## config.mk

```make
export PLATFORM = sky130hd
export DESIGN_NAME = sql_token_scanner_unit
export DESIGN_NICKNAME = d
export VERILOG_FILES = /design/src/hw/rtl/sts_pkg.sv /design/src/hw/rtl/sts_front.sv /design/src/hw/rtl/sts_queue.sv /design/src/hw/rtl/sts_back.sv /design/src/hw/rtl/sql_token_scanner_unit.sv
export SDC_FILE = /design/constraint.sdc
export NUM_CORES = 1
export LEC_CHECK = 0
export ABC_CLOCK_PERIOD_IN_PS = 8600
export BUFFER_PORTS_ARGS = -buffer_cell sky130_fd_sc_hd__buf_2
export CAP_MARGIN = 15
export CORE_ASPECT_RATIO = 2
export CORE_MARGIN = 2
export CORE_UTILIZATION = 40
export DETAILED_ROUTE_END_ITERATION = 10
export SLEW_MARGIN = 40
export SYNTH_ARGS = -nofsm -noshare
export SYNTH_HDL_FRONTEND = slang
export SYNTH_SLANG_ARGS = --single-unit
```

## constraint.sdc

```tcl
create_clock -name clk_i -period 8.6 [get_ports clk_i]
set_input_delay 0.86 -clock clk_i [delete_from_list [all_inputs] [get_ports clk_i]]
set_output_delay 0.86 -clock clk_i [all_outputs]
set_load 0.005 [all_outputs]
```

## src/hw/rtl/sts_pkg.sv

```systemverilog
// Shared constants, codes and the keyword decoder for the SQL token scanner.
// No dependencies; every other file of the block imports this package.
package sts_pkg;

  localparam int unsigned PosWidthDef = 16;  // default offset/length width
  localparam int unsigned FieldW      = 16;  // width of the start/length ports
  localparam int unsigned KindW       = 4;
  localparam int unsigned CodeW       = 4;
  localparam int unsigned QueueDepth  = 4;   // front-to-back queue entries

  // token kinds
  localparam logic [KindW-1:0] KIND_END     = 4'd0;
  localparam logic [KindW-1:0] KIND_KEYWORD = 4'd1;
  localparam logic [KindW-1:0] KIND_WORD    = 4'd2;
  localparam logic [KindW-1:0] KIND_NUMBER  = 4'd3;
  localparam logic [KindW-1:0] KIND_STRING  = 4'd4;
  localparam logic [KindW-1:0] KIND_COMMA   = 4'd5;
  localparam logic [KindW-1:0] KIND_SEMI    = 4'd6;
  localparam logic [KindW-1:0] KIND_LPAREN  = 4'd7;
  localparam logic [KindW-1:0] KIND_RPAREN  = 4'd8;
  localparam logic [KindW-1:0] KIND_STAR    = 4'd9;
  localparam logic [KindW-1:0] KIND_DOT     = 4'd10;
  localparam logic [KindW-1:0] KIND_UNKNOWN = 4'd11;
  localparam logic [KindW-1:0] KIND_UNTERM  = 4'd12;

  // keyword codes
  localparam logic [CodeW-1:0] KW_SELECT  = 4'd0;
  localparam logic [CodeW-1:0] KW_FROM    = 4'd1;
  localparam logic [CodeW-1:0] KW_WHERE   = 4'd2;
  localparam logic [CodeW-1:0] KW_AND     = 4'd3;
  localparam logic [CodeW-1:0] KW_OR      = 4'd4;
  localparam logic [CodeW-1:0] KW_ORDERBY = 4'd5;
  localparam logic [CodeW-1:0] KW_GROUPBY = 4'd6;
  localparam logic [CodeW-1:0] KW_ASC     = 4'd7;
  localparam logic [CodeW-1:0] KW_DESC    = 4'd8;
  localparam logic [CodeW-1:0] KW_LIMIT   = 4'd9;

  // characters
  localparam logic [7:0] CH_NUL    = 8'h00;
  localparam logic [7:0] CH_SPACE  = 8'h20;
  localparam logic [7:0] CH_QUOTE  = 8'h27;
  localparam logic [7:0] CH_LPAREN = 8'h28;
  localparam logic [7:0] CH_RPAREN = 8'h29;
  localparam logic [7:0] CH_STAR   = 8'h2A;
  localparam logic [7:0] CH_COMMA  = 8'h2C;
  localparam logic [7:0] CH_DOT    = 8'h2E;
  localparam logic [7:0] CH_SEMI   = 8'h3B;

  typedef struct packed {
    logic             hit;
    logic [CodeW-1:0] code;
  } kw_hit_t;

  // Word letters are packed newest in the low byte, upper bytes zero for
  // short words, so a full 64-bit compare also checks the length. The two
  // keywords with a space can never match a letter run.
  function automatic kw_hit_t kw_lookup(input logic [63:0] word);
    kw_hit_t r;
    r.hit  = 1'b1;
    r.code = KW_SELECT;
    unique case (word)
      64'h0000_5345_4C45_4354: r.code = KW_SELECT;
      64'h0000_0000_4652_4F4D: r.code = KW_FROM;
      64'h0000_0057_4845_5245: r.code = KW_WHERE;
      64'h0000_0000_0041_4E44: r.code = KW_AND;
      64'h0000_0000_0000_4F52: r.code = KW_OR;
      64'h4F52_4445_5220_4259: r.code = KW_ORDERBY;
      64'h4752_4F55_5020_4259: r.code = KW_GROUPBY;
      64'h0000_0000_0041_5343: r.code = KW_ASC;
      64'h0000_0000_4445_5343: r.code = KW_DESC;
      64'h0000_004C_494D_4954: r.code = KW_LIMIT;
      default: begin
        r.hit  = 1'b0;
        r.code = KW_SELECT;
      end
    endcase
    return r;
  endfunction

endpackage

```

## src/hw/rtl/sts_front.sv

```systemverilog
// Front end: accepts text bytes, tracks the open run and builds the
// token records one byte causes (up to two). Depends on sts_pkg.
module sts_front #(
  parameter int unsigned PosWidth = sts_pkg::PosWidthDef,
  localparam int unsigned RecW    = sts_pkg::KindW + sts_pkg::CodeW + 2 * PosWidth,
  localparam int unsigned EntryW  = 2 * RecW + 1
) (
  input  logic              clk_i,
  input  logic              rst_ni,
  input  logic              accept_i,
  input  logic [7:0]        text_byte_i,
  output logic              wr_en_o,
  output logic [EntryW-1:0] wr_data_o
);
  import sts_pkg::*;

  typedef enum logic [1:0] {
    MODE_IDLE = 2'd0,
    MODE_WORD = 2'd1,
    MODE_NUM  = 2'd2,
    MODE_STR  = 2'd3
  } mode_e;

  localparam logic [PosWidth-1:0] PosMax = '1;
  localparam logic [PosWidth-1:0] PosOne = PosWidth'(1);

  mode_e               mode_q, mode_d;
  logic [PosWidth-1:0] pos_q, pos_d;
  logic [PosWidth-1:0] start_q, start_d;
  logic [PosWidth-1:0] len_q, len_d;
  logic [63:0]         word_q, word_d;

  logic                is_upper, is_digit, done;
  logic [PosWidth-1:0] len_inc, pos_inc;
  kw_hit_t             kw;

  // flush record (run closed by this byte) and new record (this byte's own)
  logic                fl_v, nw_v;
  logic [KindW-1:0]    fl_kind, nw_kind;
  logic [CodeW-1:0]    fl_code;
  logic [PosWidth-1:0] fl_len, nw_start, nw_len;
  logic [RecW-1:0]     fl_rec, nw_rec;

  assign is_upper = (text_byte_i >= 8'h41) && (text_byte_i <= 8'h5A);
  assign is_digit = (text_byte_i >= 8'h30) && (text_byte_i <= 8'h39);
  assign len_inc  = (len_q == PosMax) ? PosMax : len_q + PosOne;
  assign pos_inc  = (pos_q == PosMax) ? PosMax : pos_q + PosOne;
  assign kw       = kw_lookup(word_q);

  always_comb begin
    mode_d   = mode_q;
    start_d  = start_q;
    len_d    = len_q;
    word_d   = word_q;
    done     = 1'b0;
    fl_v     = 1'b0;
    fl_kind  = KIND_END;
    fl_code  = KW_SELECT;
    fl_len   = len_q;
    nw_v     = 1'b0;
    nw_kind  = KIND_END;
    nw_start = pos_q;
    nw_len   = PosOne;

    unique case (mode_q)
      MODE_STR: begin
        if (text_byte_i == CH_QUOTE) begin
          len_d   = len_inc;
          fl_v    = 1'b1;
          fl_kind = KIND_STRING;
          fl_len  = len_inc;
          mode_d  = MODE_IDLE;
          done    = 1'b1;
        end else if (text_byte_i == CH_NUL) begin
          fl_v    = 1'b1;
          fl_kind = KIND_UNTERM;
          mode_d  = MODE_IDLE;
        end else begin
          len_d = len_inc;
          done  = 1'b1;
        end
      end
      MODE_WORD: begin
        if (is_upper) begin
          len_d  = len_inc;
          word_d = {word_q[55:0], text_byte_i};
          done   = 1'b1;
        end else begin
          fl_v    = 1'b1;
          fl_kind = kw.hit ? KIND_KEYWORD : KIND_WORD;
          fl_code = kw.hit ? kw.code : KW_SELECT;
          mode_d  = MODE_IDLE;
        end
      end
      MODE_NUM: begin
        if (is_digit) begin
          len_d = len_inc;
          done  = 1'b1;
        end else begin
          fl_v    = 1'b1;
          fl_kind = KIND_NUMBER;
          mode_d  = MODE_IDLE;
        end
      end
      default: ;
    endcase

    if (!done) begin
      if (text_byte_i == CH_NUL) begin
        nw_v    = 1'b1;
        nw_kind = KIND_END;
        nw_len  = '0;
      end else if (text_byte_i == CH_SPACE) begin
        nw_v = 1'b0;
      end else if (is_upper) begin
        mode_d  = MODE_WORD;
        start_d = pos_q;
        len_d   = PosOne;
        word_d  = {56'd0, text_byte_i};
      end else if (is_digit) begin
        mode_d  = MODE_NUM;
        start_d = pos_q;
        len_d   = PosOne;
      end else if (text_byte_i == CH_QUOTE) begin
        mode_d  = MODE_STR;
        start_d = pos_q;
        len_d   = PosOne;
      end else begin
        nw_v = 1'b1;
        case (text_byte_i)
          CH_COMMA:  nw_kind = KIND_COMMA;
          CH_SEMI:   nw_kind = KIND_SEMI;
          CH_LPAREN: nw_kind = KIND_LPAREN;
          CH_RPAREN: nw_kind = KIND_RPAREN;
          CH_STAR:   nw_kind = KIND_STAR;
          CH_DOT:    nw_kind = KIND_DOT;
          default:   nw_kind = KIND_UNKNOWN;
        endcase
      end
    end

    // end of text: back to the reset state, next byte is offset 0
    if (text_byte_i == CH_NUL) begin
      mode_d  = MODE_IDLE;
      pos_d   = '0;
      start_d = '0;
      len_d   = '0;
      word_d  = '0;
    end else begin
      pos_d = pos_inc;
    end
  end

  assign fl_rec = {fl_kind, fl_code, start_q, fl_len};
  assign nw_rec = {nw_kind, KW_SELECT, nw_start, nw_len};

  // entry: {second valid, first record, second record}
  assign wr_en_o   = accept_i && (fl_v || nw_v);
  assign wr_data_o = fl_v ? {nw_v, fl_rec, nw_rec} : {1'b0, nw_rec, nw_rec};

  always_ff @(posedge clk_i or negedge rst_ni) begin
    if (!rst_ni) begin
      mode_q  <= MODE_IDLE;
      pos_q   <= '0;
      start_q <= '0;
      len_q   <= '0;
      word_q  <= '0;
    end else if (accept_i) begin
      mode_q  <= mode_d;
      pos_q   <= pos_d;
      start_q <= start_d;
      len_q   <= len_d;
      word_q  <= word_d;
    end
  end

endmodule

```

## src/hw/rtl/sts_queue.sv

```systemverilog
// Short queue between the scanner front end and the result back end.
// Depth from sts_pkg::QueueDepth; depends on sts_pkg.
module sts_queue #(
  parameter int unsigned Width = 8
) (
  input  logic             clk_i,
  input  logic             rst_ni,
  input  logic             wr_en_i,
  input  logic [Width-1:0] wr_data_i,
  output logic             full_o,
  input  logic             rd_en_i,
  output logic [Width-1:0] rd_data_o,
  output logic             empty_o
);
  import sts_pkg::*;

  localparam int unsigned PtrW = (QueueDepth > 1) ? $clog2(QueueDepth) : 1;
  localparam int unsigned CntW = $clog2(QueueDepth + 1);
  localparam logic [CntW-1:0] CntFull = CntW'(QueueDepth);
  localparam logic [PtrW-1:0] PtrLast = PtrW'(QueueDepth - 1);

  logic [Width-1:0] mem_q [QueueDepth];
  logic [PtrW-1:0]  wr_ptr_q, rd_ptr_q;
  logic [CntW-1:0]  cnt_q;
  logic             do_wr, do_rd;

  assign full_o    = (cnt_q == CntFull);
  assign empty_o   = (cnt_q == '0);
  assign do_wr     = wr_en_i && !full_o;
  assign do_rd     = rd_en_i && !empty_o;
  assign rd_data_o = mem_q[rd_ptr_q];

  always_ff @(posedge clk_i) begin
    if (do_wr) begin
      mem_q[wr_ptr_q] <= wr_data_i;
    end
  end

  always_ff @(posedge clk_i or negedge rst_ni) begin
    if (!rst_ni) begin
      wr_ptr_q <= '0;
      rd_ptr_q <= '0;
      cnt_q    <= '0;
    end else begin
      if (do_wr) begin
        wr_ptr_q <= (wr_ptr_q == PtrLast) ? '0 : wr_ptr_q + PtrW'(1);
      end
      if (do_rd) begin
        rd_ptr_q <= (rd_ptr_q == PtrLast) ? '0 : rd_ptr_q + PtrW'(1);
      end
      if (do_wr && !do_rd) begin
        cnt_q <= cnt_q + CntW'(1);
      end else if (do_rd && !do_wr) begin
        cnt_q <= cnt_q - CntW'(1);
      end
    end
  end

endmodule

```

## src/hw/rtl/sts_back.sv

```systemverilog
// Back end: takes queue entries of one or two token records and hands
// them out one per pop from an output register. Depends on sts_pkg.
module sts_back #(
  parameter int unsigned PosWidth = sts_pkg::PosWidthDef,
  localparam int unsigned RecW    = sts_pkg::KindW + sts_pkg::CodeW + 2 * PosWidth,
  localparam int unsigned EntryW  = 2 * RecW + 1
) (
  input  logic                       clk_i,
  input  logic                       rst_ni,
  input  logic                       q_empty_i,
  input  logic [EntryW-1:0]          q_data_i,
  output logic                       q_rd_o,
  input  logic                       pop_i,
  output logic                       empty_o,
  output logic [sts_pkg::KindW-1:0]  token_kind_o,
  output logic [sts_pkg::CodeW-1:0]  keyword_code_o,
  output logic [sts_pkg::FieldW-1:0] token_start_o,
  output logic [sts_pkg::FieldW-1:0] token_length_o,
  output logic                       last_of_run_o
);
  import sts_pkg::*;

  logic              valid_q;
  logic              sel_q;    // showing the second record of the entry
  logic [EntryW-1:0] ent_q;
  logic              two;
  logic [RecW-1:0]   rec;
  logic              take, finish, load;
  logic [31:0]       start_ext, len_ext;

  assign two    = ent_q[EntryW-1];
  assign rec    = sel_q ? ent_q[RecW-1:0] : ent_q[2*RecW-1:RecW];
  assign take   = pop_i && valid_q;
  assign finish = take && (!two || sel_q);
  assign load   = (!valid_q || finish) && !q_empty_i;
  assign q_rd_o = load;

  assign start_ext      = 32'(rec[2*PosWidth-1:PosWidth]);
  assign len_ext        = 32'(rec[PosWidth-1:0]);
  assign empty_o        = !valid_q;
  assign token_kind_o   = rec[RecW-1 -: KindW];
  assign keyword_code_o = rec[RecW-KindW-1 -: CodeW];
  assign token_start_o  = start_ext[FieldW-1:0];
  assign token_length_o = len_ext[FieldW-1:0];
  assign last_of_run_o  = !two || sel_q;

  always_ff @(posedge clk_i) begin
    if (load) begin
      ent_q <= q_data_i;
    end
  end

  always_ff @(posedge clk_i or negedge rst_ni) begin
    if (!rst_ni) begin
      valid_q <= 1'b0;
      sel_q   <= 1'b0;
    end else if (load) begin
      valid_q <= 1'b1;
      sel_q   <= 1'b0;
    end else if (finish) begin
      valid_q <= 1'b0;
      sel_q   <= 1'b0;
    end else if (take) begin
      sel_q <= 1'b1;
    end
  end

endmodule

```

## src/hw/rtl/sql_token_scanner_unit.sv

```systemverilog
// SQL token scanner: one text byte per item in, token records out.
// Input side is a queue: drive text_byte_i with push; the byte is taken at
// a clock edge with push high and full low. A zero byte ends the text,
// flushes any open word, number or string and yields an end token; the
// next byte starts a new text at offset 0.
// Result side is a queue too: while empty is low the oldest token record
// is on the result ports; pop takes it. last_of_run_o marks the last record
// caused by one byte (a byte causes zero, one or two records).
// Throughput: one byte per cycle in while full is low, one record per cycle
// out while pop is high and records wait. A record goes through the queue
// (written as its byte is taken) and the output register (loaded once the
// one ahead is popped). The front end's run state advances once per byte.
// When the receiver stalls, records collect in a four-entry queue plus the
// output register; once that queue fills, full rises and input stops.
// Reset clears the run state and both queues; no record is pending after.
// Depends on sts_pkg, sts_front, sts_queue, sts_back.
module sql_token_scanner_unit #(
  parameter int unsigned PosWidth = sts_pkg::PosWidthDef
) (
  input  logic                       clk_i,
  input  logic                       rst_ni,
  input  logic                       push,
  output logic                       full,
  input  logic [7:0]                 text_byte_i,
  output logic                       empty,
  input  logic                       pop,
  output logic [sts_pkg::KindW-1:0]  token_kind_o,
  output logic [sts_pkg::CodeW-1:0]  keyword_code_o,
  output logic [sts_pkg::FieldW-1:0] token_start_o,
  output logic [sts_pkg::FieldW-1:0] token_length_o,
  output logic                       last_of_run_o
);
  import sts_pkg::*;

  localparam int unsigned RecW   = KindW + CodeW + 2 * PosWidth;
  localparam int unsigned EntryW = 2 * RecW + 1;

  logic              accept;
  logic              wr_en, q_rd, q_empty;
  logic [EntryW-1:0] wr_data, rd_data;

  assign accept = push && !full;

  sts_front #(.PosWidth(PosWidth)) u_front (
    .clk_i       (clk_i),
    .rst_ni      (rst_ni),
    .accept_i    (accept),
    .text_byte_i (text_byte_i),
    .wr_en_o     (wr_en),
    .wr_data_o   (wr_data)
  );

  sts_queue #(.Width(EntryW)) u_queue (
    .clk_i     (clk_i),
    .rst_ni    (rst_ni),
    .wr_en_i   (wr_en),
    .wr_data_i (wr_data),
    .full_o    (full),
    .rd_en_i   (q_rd),
    .rd_data_o (rd_data),
    .empty_o   (q_empty)
  );

  sts_back #(.PosWidth(PosWidth)) u_back (
    .clk_i          (clk_i),
    .rst_ni         (rst_ni),
    .q_empty_i      (q_empty),
    .q_data_i       (rd_data),
    .q_rd_o         (q_rd),
    .pop_i          (pop),
    .empty_o        (empty),
    .token_kind_o   (token_kind_o),
    .keyword_code_o (keyword_code_o),
    .token_start_o  (token_start_o),
    .token_length_o (token_length_o),
    .last_of_run_o  (last_of_run_o)
  );

endmodule
```

==> summary.md <==
| Metric | Value |
|---|---|
| Status | `completed` |
| Internal | `0.00450 W` |
| Register area share after synthesis | `68.3%` |
| Worst Path Required | `slightly above 9 ns` |
| Via density | `5.84` |
| Yosys warnings | `0` |
| Share of the synthesized area in the top cell type | `51.3%` |
| Setup Buffers After CTS | `0` |
| Final WS setup | `4.96 ns` |
| Critical Path AT | `4.11 ns` |
| Remaining DRCs | `0` |
| Syn nets | `1,217` |
| Syn-to-layout area delta | `12.0%` |
| RSZ-0062 raised after global routing | `false` |
| Max-cap viol count | `0` |
| Hold-fix buffers, CTS | `0` |
| Skew final | `approximately 0.017 ns` |
| Die W | `155 um` |
| PD cells | `312 nW/um^2` |
| H-tree depth | `2` |
| Dpl hpwl | `roughly 28,000 um` |
| Total negative slack | `0 ns` |
| Placer Congestion | `roughly 0.85` |
| Global Route Usage Sum | `18.4%` |
| Starting density of the core | `40.4%` |
| Actual slew at the worst max-slew pin | `0.923 ns` |
| Power share of the combinational group | `between 20 and 25%` |
| Syn Inst Count | `1,196` |
| WL/cell | `23.3 um` |
| Pre-CTS worst setup slack | `4.44 ns` |
| Top Ports | `55` |
| Finish-stage setup viols | `0` |
| Die Ht | `305 um` |
| Crit start category | `primary input` |
| CTS resizes | `0` |
| EDFF count, synth | `310` |
| TritonRoute pass-1 iters | `6` |
| Mapped Area | `18,100 um^2` |
| CP endpoint kind | `flop` |
| Root buffer cell | `clkbuf_16` |
| Worst skew pair latency | `0.54 ns` |
| Pin count of the biggest net entering global routing | `71` |
| Count of cell types in the netlist | `76` |
| Via Count | `10.7k` |
| TritonCTS buffer count | `40` |
| Switch share | `29.0%` |
| Max Freq | `275 MHz` |
| Antenna-violating nets left | `0` |
| Worst-path clk slew | `~0.060 ns` |
| Sw Pwr | `0.00184 W` |
| CTS Sinks | `433` |
| Sequential Power Share | `49.9%` |
| Synth top area cells | `edfxtp_1 51%, dfrtp_1 17%, mux4_2 7.7%` |
| Final nets | `around 1.3k` |
| Vias in the first global route | `11.1k` |
| Leak | `roughly 7.2 nW` |
| Ys flop type | `edfxtp_1` |
| Fraction of layout cells with a size suffix above 1 | `19.0%` |
| Die area | `47,200 um^2` |
| Cell taking the most area after synthesis | `edfxtp_1` |
| Crit path max fanout | `34` |
| Slew Limit Headroom | `a little under two fifths` |
| Clock Path Buffers | `3` |
| Total core area | `44,900 um^2` |
| Asr flop ratio synth | `28.4%` |
| CTS tree | `done` |
| Peak VDD IR | `~0.00017 V` |
| Gr ovfl total | `0` |
| Synthesized flop and latch total | `433` |
| Initial antenna violation count | `0` |
| Max-slew violations | `0` |
| Final Hold Fails | `0` |
| Tmin final | `3.64 ns` |
| Avg Inst Size Synth | `approximately 15 um^2` |
| Number of DRC markers in iteration 0 | `728` |
| Clock network power share | `a little over a quarter` |
| Kind of critical path | `primary input to flop` |
| Diodes inserted | `0` |
| Hold Crit Class | `primary input to asynchronous set/reset pin` |
| Most frequent cell after synthesis | `edfxtp_1` |
| Fin crit share | `42.3%` |
| Synth top cells by count | `310 x edfxtp_1, 123 x dfrtp_1, 96 x nand2_1, 79 x a22o_1, 62 x mux4_2` |
| Routed WL | `42,700 um` |
| Port Buffers | `54` |
| Global-route wire length before repair | `66,500 um` |
| # rows | `110` |
## final timing paths
check	startpoint	depth (start not counted)	slack, ns	to
setup / recovery	text_byte_i[6]	14	4.96	u_queue.cnt_q[2]
hold / removal	rst_ni	1	0.35	u_front.word_q[61]
setup reg to reg	u_front.word_q[48]	7	5.03	u_queue.mem_q[1][75]
hold reg to reg	u_front.start_q[11]	1	0.51	u_front.start_q[11]
max in group asynchronous	rst_ni	2	7.02	u_queue.rd_ptr_q[0]
min in group clk_i	u_front.start_q[11]	1	0.51	u_front.start_q[11]
## sequential cells by signal, indices dropped and copies added, names as in the netlist
register / cells
u_back.ent_q: 62
u_queue.rd_ptr_q: 2
u_back.valid_q: 1
u_front.nw_start: 16
u_back.sel_q: 1
u_queue.cnt_q: 3
u_front.word_q: 64
u_front.mode_q: 2
u_queue.wr_ptr_q: 2
u_queue.mem_q: 248
u_front.start_q: 16
u_front.len_q: 16
## metrics by stage
step	instances	area, um^2	hold WS, ns	total power (W)	util, %
final	1834	20300	0.349	0.00634	45.3
after global routing	1834	20300	0.382	0.00665	45.3
after CTS	1833	20300	0.353	0.00644	45.2
after detailed placement	1760	19000	0.485	0.00470	42.4
after global placement	1760	19000	0.482	0.00465	42.3
after floorplan	1196	18100	0.466	0.00410	-
## cell type report
type / count / area [um^2]
clock inverter: 17 / 171
inverter: 13 / 48.8
multi-input combinational: 685 / 5490
timing repair buffer: 70 / 432
tap: 560 / 701
sequential: 433 / 12400
clock buffer: 56 / 1080
fill: 3930 / 24600
## cells by family (layout without fill, tap and decap cells)
kind of cell	after synthesis	in the layout	synth area share (%)
flops	433	433	68.3
simple gates	341	341	9.84
compound gates	241	241	9.78
mux	90	90	9.43
buf+inv	78	156	1.77
fa+ha+maj	9	9	0.662
xor+xnor	4	4	0.193
## layer usage
layer | routed length [um] | track usage [%]
met1 | 14800 | 19.1
met3 | 1320 | 2.08
met4 | 2700 | 11.1
met5 | 0 | 0
met2 | 23900 | 35.0
## power by group through the flow
stage / clock network, W / logic, W / registers, W
after floorplan: 0 / 0.00103 / 0.00307
after global placement: 0 / 0.00143 / 0.00323
after detailed placement: 0 / 0.00145 / 0.00325
after CTS: 0.00177 / 0.00146 / 0.00321
after global routing: 0.00184 / 0.00159 / 0.00322
final: 0.00172 / 0.00145 / 0.00316
## worst max-delay path, cell delays in order
cell	delay (ns)
buf_2	0.11
or3b_1	0.42
or4_4	0.59
nand2_1	0.12
o221a_4	0.23
nor2_4	0.04
buf_4	0.28
a21oi_4	0.28
ha_1	0.22
inv_1	0.07
fa_1	0.42
xor2_1	0.17
nor2_1	0.12
xor2_1	0.15
## cell usage in the layout, fill, tap and decap left out, types with 9 or more instances in the layout
| master | instances |
|---|---|
| nor3_1 | 22 |
| a311oi_1 | 9 |
| clkbuf_1 | 14 |
| inv_1 | 12 |
| buf_4 | 9 |
| mux4_2 | 62 |
| nor2b_1 | 27 |
| buf_2 | 53 |
| a31oi_1 | 10 |
| a21oi_1 | 41 |
| edfxtp_1 | 310 |
| nor4_1 | 21 |
| o21ai_0 | 34 |
| clkbuf_16 | 40 |
| dfrtp_1 | 120 |
| a22o_1 | 79 |
| and3_1 | 11 |
| nor2_1 | 57 |
| nand3_1 | 27 |
| and2_1 | 9 |
| nand2_1 | 96 |
| mux2_2 | 25 |
| nand4_1 | 14 |
(Power assumes the default switching activity.)
